===== config.mk =====
export PLATFORM = sky130hd
export DESIGN_NAME = linked_block_allocator
export DESIGN_NICKNAME = d
export VERILOG_FILES = /design/src/hdl/lba_pkg.sv /design/src/hdl/linked_block_allocator.sv
export SDC_FILE = /design/constraint.sdc
export NUM_CORES = 1
export LEC_CHECK = 0
export BUFFER_PORTS_ARGS = -buffer_cell sky130_fd_sc_hd__buf_2
export CAP_MARGIN = 20
export CORE_UTILIZATION = 60
export CTS_CLUSTER_SIZE = 20
export DETAILED_ROUTE_END_ITERATION = 8
export PLACE_DENSITY = 0.76
export SLEW_MARGIN = 40
export SYNTH_ARGS = -nofsm -noshare
export SYNTH_HDL_FRONTEND = slang
export SYNTH_SLANG_ARGS = --single-unit
export TNS_END_PERCENT = 30

===== constraint.sdc =====
create_clock -name clk -period 3.8 [get_ports clk]
set_input_delay 0.57 -clock clk [delete_from_list [all_inputs] [get_ports clk]]
set_output_delay 0.57 -clock clk [all_outputs]
set_load 0.005 [all_outputs]

===== src/hdl/lba_pkg.sv =====
`default_nettype none

package lba_pkg;

	localparam int BLOCK_W = 6;
	localparam int COUNT_W = 7;
	localparam int ID_W    = 7;
	localparam int CFG_W   = 7;

	typedef logic [1:0]         status_t;
	typedef logic [BLOCK_W-1:0] block_t;
	typedef logic [COUNT_W-1:0] count_t;
	typedef logic [ID_W-1:0]    file_id_t;
	typedef logic [CFG_W-1:0]   cfg_t;

	localparam status_t ST_OK          = 2'd0;
	localparam status_t ST_BAD_START   = 2'd1;
	localparam status_t ST_NO_SPACE    = 2'd2;
	localparam status_t ST_TABLE_FULL  = 2'd3;

	localparam cfg_t BLOCKS_IN_USE_RST = 7'd64;

endpackage

`default_nettype wire


===== src/hdl/linked_block_allocator.sv =====
// Channel        | Signals                                       | Handshake
// ---------------+-----------------------------------------------+---------------------------
// request        | start_block, block_count                      | start && !busy
// result         | status, block_number, file_id, last           | valid, one cycle, no stall
// configuration  | cfg_wdata (blocks_in_use)                     | cfg_we
//
// A request takes one check read, one pass over the block map to count free
// blocks, a decision step, and, when more than one block is asked for, a
// claiming pass; both passes are bound by the single read port of the map
// memory. A bad start or a zero count ends after the check; a space or file
// table rejection ends after the decision. After reset, busy stays high while
// the map is cleared. Results cannot be stalled.
`default_nettype none

module linked_block_allocator #(
	parameter int DISK_BLOCKS = 64,
	parameter int MAX_FILES   = 128
) (
	input  wire                logic clk,
	input  wire                logic arst_n,
	input  wire                logic start,
	output                     logic busy,
	input  wire lba_pkg::block_t   start_block,
	input  wire lba_pkg::count_t   block_count,
	input  wire                logic cfg_we,
	input  wire lba_pkg::cfg_t     cfg_wdata,
	output                     logic valid,
	output lba_pkg::status_t       status,
	output lba_pkg::block_t        block_number,
	output lba_pkg::file_id_t      file_id,
	output                     logic last
);

	localparam int AW = $clog2(DISK_BLOCKS);
	localparam int CW = $clog2(DISK_BLOCKS + 1);
	localparam int FW = $clog2(MAX_FILES + 1);
	localparam int NW = (CW > lba_pkg::CFG_W) ? CW : lba_pkg::CFG_W;
	localparam int WW = ((CW > lba_pkg::COUNT_W) ? CW : lba_pkg::COUNT_W) + 1;

	localparam logic [2:0] S_CLR    = 3'd0;
	localparam logic [2:0] S_IDLE   = 3'd1;
	localparam logic [2:0] S_CHK    = 3'd2;
	localparam logic [2:0] S_COUNT  = 3'd3;
	localparam logic [2:0] S_DECIDE = 3'd4;
	localparam logic [2:0] S_CLAIM  = 3'd5;

	logic [2:0]              state_q;
	logic [AW-1:0]           clr_q;
	logic [CW-1:0]           j_q;
	logic [CW-1:0]           free_q;
	lba_pkg::count_t         k_q;
	logic [FW-1:0]           file_count_q;
	lba_pkg::cfg_t           blocks_in_use_q;
	logic                    v_s1;
	logic                    used_s1;
	logic [AW-1:0]           addr_s1;

	lba_pkg::block_t         start_q;
	lba_pkg::count_t         want_q;
	logic [CW-1:0]           n_q;
	logic                    bad_q;

	logic                    valid_q;
	lba_pkg::status_t        status_q;
	lba_pkg::block_t         block_number_q;
	lba_pkg::file_id_t       file_id_q;
	logic                    last_q;

	logic                    used_mem [DISK_BLOCKS];

	logic [CW-1:0]           managed;
	logic                    accept;
	logic                    issue;
	logic                    claim_hit;
	logic                    enough;
	logic                    files_ok;
	logic                    claim_last;
	logic [AW-1:0]           rd_addr;
	logic                    mem_we;
	logic [AW-1:0]           mem_waddr;
	logic                    mem_wdata;

	logic                    emit;
	lba_pkg::status_t        emit_status;
	lba_pkg::block_t         emit_block;
	lba_pkg::file_id_t       emit_id;
	logic                    emit_last;

	assign busy   = (state_q != S_IDLE);
	assign accept = start && !busy;

	assign managed = (NW'(blocks_in_use_q) > NW'(DISK_BLOCKS)) ? CW'(DISK_BLOCKS)
		: CW'(blocks_in_use_q);

	assign issue      = ((state_q == S_COUNT) || (state_q == S_CLAIM)) && (j_q < n_q);
	assign claim_hit  = (state_q == S_CLAIM) && v_s1 && !used_s1;
	assign enough     = (WW'(free_q) + WW'(1)) >= WW'(want_q);
	assign files_ok   = file_count_q < FW'(MAX_FILES);
	assign claim_last = (k_q + lba_pkg::count_t'(1)) == want_q;

	always_comb begin
		case (state_q)
			S_IDLE:           rd_addr = AW'(start_block);
			S_COUNT, S_CLAIM: rd_addr = j_q[AW-1:0];
			default:          rd_addr = AW'(start_q);
		endcase
	end

	always_comb begin
		mem_we    = 1'b0;
		mem_waddr = addr_s1;
		mem_wdata = 1'b1;
		case (state_q)
			S_CLR: begin
				mem_we    = 1'b1;
				mem_waddr = clr_q;
				mem_wdata = 1'b0;
			end
			S_DECIDE: begin
				mem_we    = enough && files_ok;
				mem_waddr = AW'(start_q);
			end
			S_CLAIM: begin
				mem_we    = claim_hit;
			end
			default: begin
				mem_we    = 1'b0;
			end
		endcase
	end

	always_ff @(posedge clk) begin
		if (mem_we) begin
			used_mem[mem_waddr] <= mem_wdata;
		end
		used_s1 <= used_mem[rd_addr];
		addr_s1 <= rd_addr;
	end

	always_comb begin
		emit        = 1'b0;
		emit_status = lba_pkg::ST_OK;
		emit_block  = '0;
		emit_id     = '0;
		emit_last   = 1'b1;
		case (state_q)
			S_CHK: begin
				if (bad_q || used_s1) begin
					emit        = 1'b1;
					emit_status = lba_pkg::ST_BAD_START;
				end else if (want_q == '0) begin
					emit        = 1'b1;
					emit_status = lba_pkg::ST_NO_SPACE;
				end
			end
			S_DECIDE: begin
				emit = 1'b1;
				if (!enough) begin
					emit_status = lba_pkg::ST_NO_SPACE;
				end else if (!files_ok) begin
					emit_status = lba_pkg::ST_TABLE_FULL;
				end else begin
					emit_block = start_q;
					emit_id    = lba_pkg::ID_W'(file_count_q);
					emit_last  = (want_q == lba_pkg::count_t'(1));
				end
			end
			S_CLAIM: begin
				emit       = claim_hit;
				emit_block = lba_pkg::BLOCK_W'(addr_s1);
				emit_id    = lba_pkg::ID_W'(file_count_q);
				emit_last  = claim_last;
			end
			default: begin
				emit = 1'b0;
			end
		endcase
	end

	always_ff @(posedge clk or negedge arst_n) begin
		if (!arst_n) begin
			state_q         <= S_CLR;
			clr_q           <= '0;
			j_q             <= '0;
			free_q          <= '0;
			k_q             <= '0;
			file_count_q    <= '0;
			blocks_in_use_q <= lba_pkg::BLOCKS_IN_USE_RST;
			v_s1            <= 1'b0;
			valid_q         <= 1'b0;
		end else begin
			valid_q <= emit;
			v_s1    <= issue;
			if (cfg_we) begin
				blocks_in_use_q <= cfg_wdata;
			end
			if (issue) begin
				j_q <= j_q + CW'(1);
			end
			if ((state_q == S_COUNT) && v_s1 && !used_s1 && (addr_s1 != AW'(start_q))) begin
				free_q <= free_q + CW'(1);
			end
			case (state_q)
				S_CLR: begin
					clr_q <= clr_q + AW'(1);
					if (clr_q == AW'(DISK_BLOCKS - 1)) begin
						state_q <= S_IDLE;
					end
				end
				S_IDLE: begin
					if (accept) begin
						state_q <= S_CHK;
						free_q  <= '0;
						j_q     <= '0;
					end
				end
				S_CHK: begin
					if (emit) begin
						state_q <= S_IDLE;
					end else begin
						state_q <= S_COUNT;
					end
				end
				S_COUNT: begin
					if (!issue) begin
						state_q <= S_DECIDE;
					end
				end
				S_DECIDE: begin
					j_q <= '0;
					k_q <= lba_pkg::count_t'(1);
					if (!enough || !files_ok) begin
						state_q <= S_IDLE;
					end else if (want_q == lba_pkg::count_t'(1)) begin
						file_count_q <= file_count_q + FW'(1);
						state_q      <= S_IDLE;
					end else begin
						state_q <= S_CLAIM;
					end
				end
				S_CLAIM: begin
					if (claim_hit) begin
						k_q <= k_q + lba_pkg::count_t'(1);
						if (claim_last) begin
							file_count_q <= file_count_q + FW'(1);
							state_q      <= S_IDLE;
						end
					end
				end
				default: begin
					state_q <= S_IDLE;
				end
			endcase
		end
	end

	always_ff @(posedge clk) begin
		if (accept) begin
			start_q <= start_block;
			want_q  <= block_count;
			n_q     <= managed;
			bad_q   <= NW'(start_block) >= NW'(managed);
		end
		status_q       <= emit_status;
		block_number_q <= emit_block;
		file_id_q      <= emit_id;
		last_q         <= emit_last;
	end

	assign valid        = valid_q;
	assign status       = status_q;
	assign block_number = block_number_q;
	assign file_id      = file_id_q;
	assign last         = last_q;

endmodule

`default_nettype wire


# After elaboration in Yosys (flattened, before gate mapping)

Memories as Yosys holds them, arrays and structs flattened. A register that Yosys moved wholly into a read port is not among the register bits.
Cells that the tools add are included.

Memory bits (writable): 64
Input port bits: 24
Register bits: 90
Word-level logic and storage cells: 115
Memories: 1

Muxes and demuxes: 46
Reduce and logical (&&, ||, !) cells: 22
$lt $le $gt $ge: 5
$add $sub $neg: 6
Eq/ne operators: 17

Memory list:

| memory   | words | width | read ports | clocked after Yosys merged registers in | write ports | line                         | text |
|---|---|---|---|---|---|---|---|
| used_mem | 64    | 1     | 1          | 1                                       | 1           | linked_block_allocator.sv:69 | `logic used_mem [DISK_BLOCKS];` |

Operators by type and width:

| operator                                                        | number |
|---|---|
| 7-bit 2-to-1 mux                                                | 9 |
| 7-bit case mux with 2 select lines                              | 3 |
| 6-bit case mux with 2 select lines                              | 3 |
| 8-bit 2-to-1 mux                                                | 4 |
| 7-bit by 1-bit adder with 7-bit output, second input constant   | 3 |
| 3-bit 2-to-1 mux                                                | 7 |
| 3-bit case mux with 6 select lines                              | 1 |
| 8-bit case mux with 2 select lines                              | 1 |
| 2-bit != test, second input constant                            | 7 |
| 6-bit 2-to-1 mux                                                | 2 |
| 2-bit 2-to-1 mux                                                | 5 |
| 5-bit AND reduction                                             | 2 |
| 7-bit by 1-bit adder with 8-bit output, second input constant   | 1 |
| 8-bit by 1-bit adder with 8-bit output, second input constant   | 1 |
| 8-bit by 7-bit >= comparator with 1-bit output                  | 1 |
| 1-bit logical AND                                               | 8 |
| 8-bit < comparator, second input constant                       | 1 |
| 7-bit by 1-bit == test with 1-bit output, second input constant | 1 |
| 7-bit == test                                                   | 1 |
| 6-bit by 7-bit >= comparator with 1-bit output                  | 1 |
| 7-bit > comparator, second input constant                       | 1 |
| 7-bit zero test                                                 | 1 |
| 7-bit < comparator                                              | 1 |
| 1-bit 2-to-1 mux                                                | 7 |
| other kinds (16)                                                | 24 |

# Logic depth before layout (Yosys ltp)

Word-level depth: 7
Gate-level depth with buffers: 12
Mapped depth without buffers: 12

# Worst setup path after synthesis

No wires, ideal clock.

Kind: register to register
Start: register free_q[0]
End: memory used_mem[35], enable pin
Data required time: 3.550 ns
Stages on the path, launching flop included: 13
Setup slack: 0.881 ns
Period minus slack after synthesis: 2.919 ns
Arrival: 2.669 ns
Path buffers: 0
Setup time: 0.250 ns
Cells stage by stage: dfrtp_1 ha_1 and3_1 and3_1 xor2_1 ha_1 a21o_1 a31oi_1 o22ai_2 a31oi_2 a21oi_2 nand2_1 nor2_1

Cells in the longest elaborated chain, start to end: 6

RTL lines:

| what                                           | line                          | text |
|---|---|---|
| from (decl)                                    | linked_block_allocator.sv:50  | `logic [CW-1:0] free_q;` |
| from (signal assigned)                         | linked_block_allocator.sv:201 | `free_q <= free_q + CW'(1);` |
| 7-bit by 1-bit adder with 8-bit output         | linked_block_allocator.sv:97  | `assign enough = (WW'(free_q) + WW'(1)) >= WW'(want_q);` |
| 8-bit by 7-bit >= comparator with 1-bit output | linked_block_allocator.sv:97  |  |
| 1-bit logical AND                              | linked_block_allocator.sv:120 | `mem_we = enough && files_ok;` |
| 1-bit case mux with 3 select lines             | linked_block_allocator.sv:113 | `case (state_q)` |
| 1-bit 2-to-1 mux                               | linked_block_allocator.sv:133 | `if (mem_we) begin` |
| 1-bit 2-to-1 mux (implied by the code)         | linked_block_allocator.sv:134 | `used_mem[mem_waddr] <= mem_wdata;` |
| to (decl)                                      | linked_block_allocator.sv:69  |  |

Every way passes these cells.

# Final worst setup path

Start: register free_q[0]
End: memory used_mem[36], enable pin

Same word-level chain as after synthesis.

==> reports/results.ini <==
[outcome]
outcome=finished clean

[clock_tree]
clockBufferDepth=2
cts_tree=built
cts-resized-gates=0
cts_setup_buffers=0
h-tree-depth=4
numCtsBuffers=17
clk_pin_slew_ns=0.06
cts-root-buf=clkbuf_16
clock_sink_count=155
clk_latency_ns=0.42
cts_hold_buf=0

[synthesis]
yosys.area.top_type=edfxtp_1
seq_area_frac_synth_pct=54.0
ys_types=76
synth_edf_count=85
synthTopCellsByArea=edfxtp_1 (33%), dfrtp_1 (15%), dfxtp_1 (5.9%)
synthFlopType=edfxtp_1
synth_seq_cells=155
postSynthCellCount=721
ys_warn_count=0
netlist.area_leader.share_pct=32.9
async_reset_ff_share_pct=30.3
syn_avg_cell_area_sq_um=10.8
netlist_area_sq_um=7760
synth_fp_nets=769

[routing]
antenna_left=0
vias=5681
wl_per_cell_um=18.6
drtPass1Iterations=5
drc_errors=0
drt_iter0_drc=640
drt-total-wl_um=17600
routed_via_density=5.99

[worst_setup_path]
critPathKind=register to register
worstPathRequired_ns=3.92
cp_cell_sequence=ha_1 -> and3_1 -> and3_1 -> xor2_1 -> ha_1 -> a21o_1 -> a31oi_1 -> o22ai_2 -> a31oi_2 -> a21oi_2 -> nand2_1 -> nor2_1
slowest_stage=dfrtp_1
critical_path_arrival_ns=3.45
critPathMaxFanout=8
critPathLaunchType=register
critPathMaxStageDelay_ns=0.42
crit_path_end_kind=register

[global_route]
grt_start_max_net_pins=49
antenna_found_initial=0
first_global_vias=5641
grt_pass1_wl_um=28700
track_usage_pct=28.6
overflow=0

[sta]
worst_pin_slew_ns=0.763
min_period_ns=3.33
setup_viol=0
rsz0062_at_grt=no
fin_skew_ns=0.00952
maxClockFrequency_mhz=300
finalCritPeriodShare_pct=87.7
worst_slack_ns=0.469
finalSetupTns_ns=0
slew_headroom_pct=49.2
fin_hold_ws_ns=0.158
hold_violations=0
drv_slew=0

[job]
drv_cap=0

[floorplan]
start_util_pct=61.5
core_area_sq_um=12600
die_x_um=116
die_height_um=116
num_rows=41
die_area_sq_um=13400
ioPinCount=42

[cells_and_area]
area_growth_pct=11.5
layout_common_cells=nor2_1 (104), edfxtp_1 (85), nand2_1 (66)
fillerInstances=952
final_common_cell=nor2_1
drive_above_1_share_pct=14.9
diodes=0
final_util_pct=68.6
final_nets=812

[min_path]
holdCritPathClass=input port to asynchronous set/reset pin

[power_and_ir_drop]
power.leakage_uw=0.00348
powerDensity_nw_per_um2=716
power_uw=6200
peakVddDrop_uv=382

[place]
portBuffers=41
dpl_worst_slack_ns=0.530
gp_congestion=0.899
hpwl_um=11900

==> critical path, delay by kind of cell (launching register included) <==
kind	cells	cell delay (ns)
adder cells (fa/ha/maj)	2	0.58
AND/OR/NAND/NOR	4	0.86
AO/OA/AOI/OAI	5	1.01
flip-flops	1	0.42
XOR/XNOR	1	0.15
==> synthesized netlist by cell type (12+ instances only) <==
cell / instances
nor2_1: 104
nand2_1: 66
mux2i_1: 12
nand4_1: 14
dfrtp_1: 46
xnor2_1: 22
xor2_1: 23
a21oi_1: 34
nand3_1: 20
edfxtp_1: 85
inv_1: 20
nand2b_1: 18
o21ai_0: 12
and2_1: 14
ha_1: 24
dfxtp_1: 23
==> power by group <==
group	internal, uW	leakage [uW]	switching, uW
Clock	989	0.000276	637
Combinational	799	0.00164	1530
Sequential	2010	0.00156	242
Total	3800	0.00348	2410
==> kinds of logic (layout without fill, tap and decap cells) <==
logic type / after synthesis / in the layout / synth area share [%]
AO/OA/AOI/OAI: 117 / 117 / 10.8
adder cells (fa/ha/maj): 24 / 24 / 3.87
multiplexers: 25 / 25 / 3.48
buffers and inverters: 52 / 108 / 3.46
flip-flops: 155 / 155 / 54.0
XOR/XNOR: 46 / 46 / 5.29
AND/OR/NAND/NOR: 302 / 302 / 19.1
==> flip-flops by register name, summed over array words and instances, names as in the netlist, 2 cells and up <==
name and count:
used_mem 64, file_count_q 8, blocks_in_use_q 7, file_id 7
free_q 7, j_q 7, k_q 7, n_q 7
want_q 7, addr_s1 6, block_number 6, clr_q 6
start_q 6, state_q 3, status 2
==> cell type report <==
type / instances / area, sq um / share of cell area (%)
clock inverters: 10 / 98.8 / 1.14
inverters: 25 / 98.8 / 1.14
well taps: 172 / 215 / 2.49
multi-input cells: 514 / 3310 / 38.2
clock buffers: 22 / 464 / 5.36
flip-flops and latches: 155 / 4190 / 48.4
repair buffers: 51 / 283 / 3.27
==> through the flow <==
step           area [sq um]  instances
6_report               8660        949
3_5_place_dp           8090        917
2_1_floorplan          7760        721
4_1_cts                8660        949
3_3_place_gp           8090        917
5_1_grt                8660        949
==> per-layer routing <==
| layer | share of wire, % | vias to the layer above | track usage, % |
|---|---|---|---|
| li1 | - | 2660 | - |
| met2 | 49 | 206 | 47.0 |
| met1 | 42 | 2789 | 36.4 |
| met4 | 1.8 | 0 | 11.0 |
| met5 | 0 | - | 0 |
| met3 | 6.8 | 26 | 7.53 |
==> worst paths after layout <==
kind | startpoint | end | slack, ns | cells after the start
setup / recovery | free_q[0] | used_mem[36] | 0.47 | 12
hold / removal | arst_n | free_q[1] | 0.16 | 1
setup reg to reg | free_q[0] | used_mem[36] | 0.47 | 12
hold reg to reg | file_count_q[4] | file_count_q[4] | 0.49 | 1
max in group asynchronous | arst_n | blocks_in_use_q[5] | 3.17 | 1
min in group clk | block_count[2] | want_q[2] | 0.32 | 1
No activity file was read; power rests on OpenSTA's default activity.
